### config.mk
export PLATFORM = sky130hd
export DESIGN_NAME = word_stream_content_hash_top
export DESIGN_NICKNAME = d
export VERILOG_FILES = /design/src/rtl/core/wshc_pkg.sv /design/src/rtl/core/word_stream_content_hash_top.sv /design/src/rtl/core/wshc_front.sv /design/src/rtl/core/wshc_queue.sv /design/src/rtl/core/wshc_back.sv
export SDC_FILE = /design/constraint.sdc
export NUM_CORES = 2
export LEC_CHECK = 0
export BUFFER_PORTS_ARGS = -buffer_cell sky130_fd_sc_hd__buf_2
export CAP_MARGIN = 5
export CORE_UTILIZATION = 59
export CTS_CLUSTER_SIZE = 24
export DETAILED_ROUTE_END_ITERATION = 16
export GPL_TIMING_DRIVEN = 0
export PLACE_DENSITY = 0.8
export SYNTH_ARGS = -nofsm -noshare
export SYNTH_HDL_FRONTEND = slang
export SYNTH_SLANG_ARGS = --single-unit
### constraint.sdc
create_clock -name clk -period 8.68 [get_ports clk]
set_input_delay 0 -clock clk [delete_from_list [all_inputs] [get_ports clk]]
set_output_delay 0 -clock clk [all_outputs]
set_load 0.1 [all_outputs]
### src/rtl/core/wshc_pkg.sv
// Shared constants, types and codes for the word stream content hash.
`timescale 1ns / 1ps

package wshc_pkg;

    localparam int WORD_W     = 64;
    localparam int HALF_W     = WORD_W / 2;
    localparam int LEN_W      = 48;
    localparam int CNT_W      = 4;
    localparam int WORD_BYTES = WORD_W / 8;

    localparam logic [WORD_W-1:0] HASH_SEED = 64'h243f6a8885a308d3;
    localparam logic [WORD_W-1:0] MIX_PRIME = 64'h9e3779b185ebca87;
    localparam logic [WORD_W-1:0] FIN_PRIME = 64'hc2b2ae3d27d4eb4f;
    localparam int MIX_SHIFT = 29;
    localparam int FIN_SHIFT = 32;

    // Front-to-back queue depth (power of two).
    localparam int QUEUE_DEPTH = 2;
    localparam int QPTR_W      = $clog2(QUEUE_DEPTH);
    localparam int QCNT_W      = $clog2(QUEUE_DEPTH + 1);

    // What the back end has to do with a queued word.
    typedef enum logic [1:0] {
        OP_MIX       = 2'd0,  // inner word: mix only
        OP_MIX_LAST  = 2'd1,  // full last word: mix, then finalize with zero tail
        OP_TAIL_LAST = 2'd2   // partial last word: word field holds tail + prime
    } op_kind_t;

    typedef struct packed {
        op_kind_t           kind;
        logic               seed_valid;  // first word of a message
        logic [LEN_W-1:0]   length;
        logic [WORD_W-1:0]  word;
    } wshc_item_t;

    typedef enum logic [2:0] {
        ST_IDLE = 3'd0,
        ST_MUL0 = 3'd1,
        ST_MUL1 = 3'd2,
        ST_MUL2 = 3'd3,
        ST_FOLD = 3'd4
    } back_state_t;

endpackage

### src/rtl/core/word_stream_content_hash_top.sv
// Top level of the word stream content hash: front end, queue, back end.
`timescale 1ns / 1ps

// Hashes messages sent as streams of 64-bit little-endian words.
// Input side is a queue: drive an item and raise push; it is taken on a
// clock edge where push is high and full is low. message_length is read on
// the first item of a message, tail_bytes only on the item with last_item.
// Result side is a queue too: while empty is low, digest holds the oldest
// finished hash; it is taken on an edge where pop is high.
// The front end classifies each item and writes it into a two-entry queue;
// the back end runs one 32x32 multiplier three times per 64-bit multiply
// plus one fold step, so each multiply passes through MUL0, MUL1, MUL2 and FOLD.
// A full last word runs that loop twice, mixing and then finalizing; inner
// words and partial last words run it once. A back end that has run dry
// returns to IDLE before it takes the next word. The finished hash is written
// into the digest register from FOLD, and empty falls once it is registered.
// While the receiver stalls, the finished digest stays in its register and
// the back end keeps mixing words of the next message; it holds a second
// finished hash until the first one is popped, then the queue fills and
// full rises. Reset drops all queued items and any pending digest, and the
// next item starts a new message.
module word_stream_content_hash_top
(
    input  logic                        clk,
    input  logic                        rst_n,
    input  logic                        push,
    output logic                        full,
    input  logic [wshc_pkg::WORD_W-1:0] data_word,
    input  logic [wshc_pkg::CNT_W-1:0]  tail_bytes,
    input  logic [wshc_pkg::LEN_W-1:0]  message_length,
    input  logic                        last_item,
    output logic                        empty,
    input  logic                        pop,
    output logic [wshc_pkg::WORD_W-1:0] digest
);
    import wshc_pkg::*;

    logic       q_push;
    logic       q_pop;
    logic       q_full;
    logic       q_empty;
    wshc_item_t q_item;
    wshc_item_t q_head;

    // classify and flag the first word; tail bytes are masked and prime added here
    wshc_front u_front
    (
        .clk            (clk),
        .rst_n          (rst_n),
        .push           (push),
        .data_word      (data_word),
        .tail_bytes     (tail_bytes),
        .message_length (message_length),
        .last_item      (last_item),
        .q_full         (q_full),
        .full           (full),
        .q_push         (q_push),
        .q_item         (q_item)
    );

    wshc_queue u_queue
    (
        .clk     (clk),
        .rst_n   (rst_n),
        .q_push  (q_push),
        .q_item  (q_item),
        .q_pop   (q_pop),
        .q_full  (q_full),
        .q_empty (q_empty),
        .q_head  (q_head)
    );

    // multiply/fold sequencer and digest register
    wshc_back u_back
    (
        .clk     (clk),
        .rst_n   (rst_n),
        .q_empty (q_empty),
        .q_head  (q_head),
        .q_pop   (q_pop),
        .pop     (pop),
        .empty   (empty),
        .digest  (digest)
    );

    // queue never written while full
    a_no_overflow: assert property (@(posedge clk) disable iff (!rst_n)
        q_push |-> !q_full)
        else $error("item written into full queue");

    // back end only takes what is queued
    a_no_underflow: assert property (@(posedge clk) disable iff (!rst_n)
        q_pop |-> !q_empty)
        else $error("back end popped an empty queue");

    // a waiting digest is neither lost nor overwritten
    a_digest_held: assert property (@(posedge clk) disable iff (!rst_n)
        (!empty && !pop) |=> (!empty && $stable(digest)))
        else $error("pending digest changed before pop");

endmodule

### src/rtl/core/wshc_front.sv
// Front end: accepts input items, classifies them and builds queue entries.
`timescale 1ns / 1ps

module wshc_front
(
    input  logic                        clk,
    input  logic                        rst_n,
    input  logic                        push,
    input  logic [wshc_pkg::WORD_W-1:0] data_word,
    input  logic [wshc_pkg::CNT_W-1:0]  tail_bytes,
    input  logic [wshc_pkg::LEN_W-1:0]  message_length,
    input  logic                        last_item,
    input  logic                        q_full,
    output logic                        full,
    output logic                        q_push,
    output wshc_pkg::wshc_item_t        q_item
);
    import wshc_pkg::*;

    logic              inside_reg;
    logic              inside_next;
    logic              accept;
    logic [WORD_W-1:0] tail_mask;
    logic [WORD_W-1:0] tail_mix;
    op_kind_t          kind;

    assign accept = push & ~q_full;
    assign full   = q_full;
    assign q_push = accept;

    // byte i is kept when i < tail_bytes; a count of 0 gives an all-zero tail
    always_comb
    begin
        for (int i = 0; i < WORD_BYTES; i++)
        begin
            tail_mask[i*8 +: 8] = (CNT_W'(i) < tail_bytes) ? 8'hff : 8'h00;
        end
    end

    assign tail_mix = (data_word & tail_mask) + MIX_PRIME;

    always_comb
    begin
        priority if (!last_item)
            kind = OP_MIX;
        else if (tail_bytes >= CNT_W'(WORD_BYTES))
            kind = OP_MIX_LAST;
        else
            kind = OP_TAIL_LAST;
    end

    always_comb
    begin
        q_item.kind       = kind;
        q_item.seed_valid = ~inside_reg;
        q_item.length     = message_length;
        q_item.word       = (kind == OP_TAIL_LAST) ? tail_mix : data_word;
    end

    assign inside_next = accept ? ~last_item : inside_reg;

    always_ff @(posedge clk or negedge rst_n)
    begin
        if (!rst_n)
            inside_reg <= 1'b0;
        else
            inside_reg <= inside_next;
    end

endmodule

### src/rtl/core/wshc_queue.sv
// Short FIFO between front end and back end.
`timescale 1ns / 1ps

module wshc_queue
(
    input  logic                 clk,
    input  logic                 rst_n,
    input  logic                 q_push,
    input  wshc_pkg::wshc_item_t q_item,
    input  logic                 q_pop,
    output logic                 q_full,
    output logic                 q_empty,
    output wshc_pkg::wshc_item_t q_head
);
    import wshc_pkg::*;

    wshc_item_t        entry_reg [QUEUE_DEPTH];
    logic [QPTR_W-1:0] wr_ptr_reg;
    logic [QPTR_W-1:0] wr_ptr_next;
    logic [QPTR_W-1:0] rd_ptr_reg;
    logic [QPTR_W-1:0] rd_ptr_next;
    logic [QCNT_W-1:0] count_reg;
    logic [QCNT_W-1:0] count_next;

    assign q_full  = (count_reg == QCNT_W'(QUEUE_DEPTH));
    assign q_empty = (count_reg == '0);
    assign q_head  = entry_reg[rd_ptr_reg];

    always_comb
    begin
        wr_ptr_next = q_push ? wr_ptr_reg + 1'b1 : wr_ptr_reg;
        rd_ptr_next = q_pop  ? rd_ptr_reg + 1'b1 : rd_ptr_reg;
        unique case ({q_push, q_pop})
            2'b10:   count_next = count_reg + 1'b1;
            2'b01:   count_next = count_reg - 1'b1;
            default: count_next = count_reg;
        endcase
    end

    always_ff @(posedge clk or negedge rst_n)
    begin
        if (!rst_n)
        begin
            wr_ptr_reg <= '0;
            rd_ptr_reg <= '0;
            count_reg  <= '0;
        end
        else
        begin
            wr_ptr_reg <= wr_ptr_next;
            rd_ptr_reg <= rd_ptr_next;
            count_reg  <= count_next;
        end
    end

    always_ff @(posedge clk)
    begin
        if (q_push)
            entry_reg[wr_ptr_reg] <= q_item;
    end

endmodule

### src/rtl/core/wshc_back.sv
// Back end: mix/finalize sequencer on one shared 32x32 multiplier, result register.
`timescale 1ns / 1ps

module wshc_back
(
    input  logic                        clk,
    input  logic                        rst_n,
    input  logic                        q_empty,
    input  wshc_pkg::wshc_item_t        q_head,
    output logic                        q_pop,
    input  logic                        pop,
    output logic                        empty,
    output logic [wshc_pkg::WORD_W-1:0] digest
);
    import wshc_pkg::*;

    back_state_t       state_reg;
    back_state_t       state_next;
    op_kind_t          kind_reg;
    op_kind_t          kind_next;
    logic              fin_reg;
    logic              fin_next;
    logic [WORD_W-1:0] h_reg;
    logic [WORD_W-1:0] h_next;
    logic [WORD_W-1:0] a_reg;
    logic [WORD_W-1:0] a_next;
    logic [WORD_W-1:0] acc_reg;
    logic [WORD_W-1:0] acc_next;
    logic              out_valid_reg;
    logic              out_valid_next;
    logic [WORD_W-1:0] digest_reg;
    logic [WORD_W-1:0] digest_next;

    logic [WORD_W-1:0] prime;
    logic [HALF_W-1:0] mul_a;
    logic [HALF_W-1:0] mul_b;
    logic [WORD_W-1:0] prod;
    logic [WORD_W-1:0] mix_fold;
    logic [WORD_W-1:0] fin_fold;
    logic [WORD_W-1:0] chain_h;
    logic [WORD_W-1:0] base;

    assign empty  = ~out_valid_reg;
    assign digest = digest_reg;

    assign prime = fin_reg ? FIN_PRIME : MIX_PRIME;

    // low 64 bits of a*prime from three partial products, one per cycle
    always_comb
    begin
        unique case (state_reg)
            ST_MUL1:
            begin
                mul_a = a_reg[WORD_W-1:HALF_W];
                mul_b = prime[HALF_W-1:0];
            end
            ST_MUL2:
            begin
                mul_a = a_reg[HALF_W-1:0];
                mul_b = prime[WORD_W-1:HALF_W];
            end
            default:
            begin
                mul_a = a_reg[HALF_W-1:0];
                mul_b = prime[HALF_W-1:0];
            end
        endcase
    end

    assign prod     = mul_a * mul_b;
    assign mix_fold = acc_reg ^ (acc_reg >> MIX_SHIFT);
    assign fin_fold = acc_reg ^ (acc_reg >> FIN_SHIFT);

    // running hash seen by the next word: fresh fold when chaining from ST_FOLD
    assign chain_h = (state_reg == ST_FOLD) ? mix_fold : h_reg;
    assign base    = q_head.seed_valid
                   ? (HASH_SEED ^ {{(WORD_W-LEN_W){1'b0}}, q_head.length})
                   : chain_h;

    always_comb
    begin
        state_next     = state_reg;
        kind_next      = kind_reg;
        fin_next       = fin_reg;
        h_next         = h_reg;
        a_next         = a_reg;
        acc_next       = acc_reg;
        digest_next    = digest_reg;
        out_valid_next = out_valid_reg & ~pop;
        q_pop          = 1'b0;

        unique case (state_reg)
            ST_IDLE:
            begin
                if (!q_empty)
                begin
                    q_pop      = 1'b1;
                    kind_next  = q_head.kind;
                    fin_next   = (q_head.kind == OP_TAIL_LAST);
                    a_next     = base ^ q_head.word;
                    state_next = ST_MUL0;
                end
            end
            ST_MUL0:
            begin
                acc_next   = prod;
                state_next = ST_MUL1;
            end
            ST_MUL1:
            begin
                acc_next   = acc_reg + {prod[HALF_W-1:0], {HALF_W{1'b0}}};
                state_next = ST_MUL2;
            end
            ST_MUL2:
            begin
                acc_next   = acc_reg + {prod[HALF_W-1:0], {HALF_W{1'b0}}};
                state_next = ST_FOLD;
            end
            ST_FOLD:
            begin
                priority if (fin_reg)
                begin
                    // hold the finished hash until the result register is free
                    if (!out_valid_reg || pop)
                    begin
                        digest_next    = fin_fold;
                        out_valid_next = 1'b1;
                        h_next         = '0;
                        state_next     = ST_IDLE;
                    end
                end
                else if (kind_reg == OP_MIX_LAST)
                begin
                    // full last word: zero tail, so only the prime is mixed in
                    a_next     = mix_fold ^ MIX_PRIME;
                    fin_next   = 1'b1;
                    state_next = ST_MUL0;
                end
                else
                begin
                    h_next = mix_fold;
                    if (!q_empty)
                    begin
                        q_pop      = 1'b1;
                        kind_next  = q_head.kind;
                        fin_next   = (q_head.kind == OP_TAIL_LAST);
                        a_next     = base ^ q_head.word;
                        state_next = ST_MUL0;
                    end
                    else
                    begin
                        state_next = ST_IDLE;
                    end
                end
            end
            default:
            begin
                state_next = ST_IDLE;
            end
        endcase
    end

    always_ff @(posedge clk or negedge rst_n)
    begin
        if (!rst_n)
        begin
            state_reg     <= ST_IDLE;
            kind_reg      <= OP_MIX;
            fin_reg       <= 1'b0;
            h_reg         <= '0;
            out_valid_reg <= 1'b0;
        end
        else
        begin
            state_reg     <= state_next;
            kind_reg      <= kind_next;
            fin_reg       <= fin_next;
            h_reg         <= h_next;
            out_valid_reg <= out_valid_next;
        end
    end

    always_ff @(posedge clk)
    begin
        a_reg      <= a_next;
        acc_reg    <= acc_next;
        digest_reg <= digest_next;
    end

endmodule

==> impl_metrics.py <==
metrics = {
    "sta": {
        "maxSlewHeadroom_pct": 20.1,
        "post-route-period-util_pct": 111,
        "hold_viol": 9,
        "setup_tns_ns": -15.11,
        "rsz0062_at_grt": "yes",
        "finClkSkew_ns": 0.0381,
        "layout_setup_ws_ns": -0.923,
        "maxSlewViolCount": 0,
        "hold-worst-slack_ns": -0.0179,
        "period_needed_ns": 9.60,
        "fmax_ghz": 0.104,
        "tightest_slew_ns": 1.19,
        "finalSetupViolations": 31,
    },
    "placement": {
        "dp_cells": 6922,
        "portBuffers": 182,
        "gp_congestion": 1.07,
        "hpwl_um": 169000,
    },
    "worst_setup_path": {
        "worstPathMaxFanout": 10,
        "max_stage_delay_ns": 0.62,
        "crit_top_cell": "fa_1",
        "timing.setup.critical_path_class": "flop to flop",
        "required_ns": 9.00,
        "startpoint_type": "flop",
        "slowest_stage": "fa_1",
        "crit_arrival_ns": 9.93,
        "critPathTopFamily": "adder cells",
        "end_kind": "flop",
        "path_buf_inv": 10,
    },
    "job": {
        "cap_violations": 0,
    },
    "synthesis": {
        "synth_area_leaders": "fa_1 32%, edfxtp_1 23%, inv_1 7.6%",
        "yosysWarnings": 0,
        "synth-seq-cells": 498,
        "synth_cells": 5468,
        "syn_area_per_cell_sq_um": 10.2,
        "synthesis.area_sq_um": 55600,
        "synth_top_cell_area_share_pct": 32.1,
        "yosys.area.top_type": "fa_1",
        "synth_enable_flop_cells": 422,
        "async_flop_share_pct": 15.3,
        "synth.distinct_cells": 73,
        "syn_nets": 6792,
        "synthFlopType": "edfxtp_1",
        "yosysSeqAreaShare_pct": 26.2,
    },
    "global_route": {
        "grt-ovfl-total": 0,
        "grt_max_degree": 64,
        "grt_pass1_vias": 46000,
        "grt_pass1_wl_um": 303000,
        "grtUsageTotal_pct": 44.7,
        "antenna_found_initial": 5,
    },
    "clock_tree": {
        "path_clk_slew_ns": 0.08,
        "cts_tree": "done",
        "cts_buffers": 44,
        "clk-insertion-delay-late_ns": 0.60,
        "clockBufferDepth": 3,
        "root_buffer": "clkbuf_16",
        "h-tree-depth": 2,
        "clkSinkCount": 498,
    },
    "layout": {
        "syn_to_final_growth_pct": 22.2,
        "final_cells": 7383,
        "antenna_cells_inserted": 0,
        "layout_commonest_cell": "inv_1",
        "drive_above_1_share_pct": 19.9,
        "final_cell_mix": "1057 x inv_1, 829 x fa_1, 538 x nand2_1",
        "nets": 7417,
        "largest_register_ffs": 230,
    },
    "die": {
        "core_sq_um": 93300,
        "die_w_um": 309,
        "dieArea_sq_um": 95500,
        "num_rows": 112,
        "io_pins": 187,
        "initial_core_util_pct": 59.6,
        "die_h_um": 309,
    },
    "routing": {
        "avgViaCountPerCell": 6.27,
        "drt_iter0_drc": 6290,
        "routedWlPerCell_um": 29.1,
        "totalWireLength_um": 215000,
        "drcViolationCount": 0,
        "num_vias": 46300,
        "detail-route-antenna-nets": 0,
        "firstDrtPassIters": 7,
    },
    "status": {
        "status": "complete, but fails checks",
        "violations": "hold timing, setup timing",
    },
    "worst_hold_path": {
        "hp-class": "input port to async pin",
    },
}
tightest hold or removal path, stage by stage:
cell and delay (ns):
dlygate4sd3_1 0.54, buf_4 0.14, buf_16 0.29
cells by family (layout without fill, tap and decap cells):
family | count (synthesis) | count (layout) | synth area share, %
buffers and inverters | 1348 | 2009 | 9.12
AND/OR/NAND/NOR | 1255 | 1255 | 10.3
adder cells (fa/ha/maj) | 1203 | 1203 | 39.1
AO/OA/AOI/OAI | 781 | 781 | 8.87
flip-flops | 498 | 498 | 26.2
XOR/XNOR | 235 | 235 | 3.70
multiplexers | 148 | 148 | 2.70
final timing paths:
path | start | endpoint | slack [ns] | cells after the start
max | u_back.fin_reg | u_back.acc_reg[61] | -0.92 | 33
min | rst_n | u_front.inside_reg | -0.02 | 3
max reg2reg | u_back.fin_reg | u_back.acc_reg[61] | -0.92 | 33
min reg2reg | u_back.h_reg[61] | u_back.h_reg[61] | 0.48 | 2
max in group asynchronous | rst_n | u_back.kind_reg[0] | 7.64 | 3
min in group clk | data_word[52] | u_queue.entry_reg[0][52] | 0 | 3
cell usage after synthesis (109+ instances only):
library cell  instances
mux2i_1             130
fa_1                893
ha_1                310
edfxtp_1            422
inv_1              1120
xnor2_1             126
xor2_1              109
nand2_1             593
clkbuf_1            195
nor2_1              234
nand2b_1            121
a21oi_1             187
o21ai_0             216
per-stage QoR:
stage / util [%] / setup WS, ns / instance area, sq um
2_1_floorplan: - / 0.00407 / 55700
5_1_grt: 72.8 / -1.07 / 68000
6_report: 72.8 / -0.923 / 68000
4_1_cts: 71.0 / -0.730 / 66200
3_5_place_dp: 62.8 / -3.15 / 58600
3_3_place_gp: 62.4 / -3.18 / 58200
per-layer routing:
| layer | global-route usage [%] | up-vias | share of wire (%) |
|---|---|---|---|
| li1 | - | 18700 | - |
| met3 | 17.1 | 912 | 16 |
| met2 | 62.7 | 3880 | 41 |
| met5 | 0 | - | 0.019 |
| met4 | 26.5 | 4 | 7.9 |
| met1 | 59.0 | 22800 | 35 |
area by class of cell:
class / count / area [sq um]
clock inverters: 16 / 203
clock buffers: 66 / 1340
plain buffers: 207 / 1590
inverters: 1124 / 4280
fillers: 6481 / 25400
well taps: 1254 / 1570
flip-flops and latches: 498 / 14600
multi-input cells: 3622 / 39400
repair buffers: 596 / 4980
what timing repair did:
| action | CTS | global route |
|---|---|---|
| hold endpoints to repair | 298 | 0 |
| gates resized for setup | 791 | 235 |
| setup buffers | 182 | 95 |
| setup endpoints to repair | 52 | 34 |
| pin swaps | 177 | 170 |
| gates cloned | 4 | 0 |
| hold buffers | 120 | 0 |
Power is left out: the tool's default activity adds up to more than one toggle a clock period on the data nets, which glitch-free logic cannot reach.
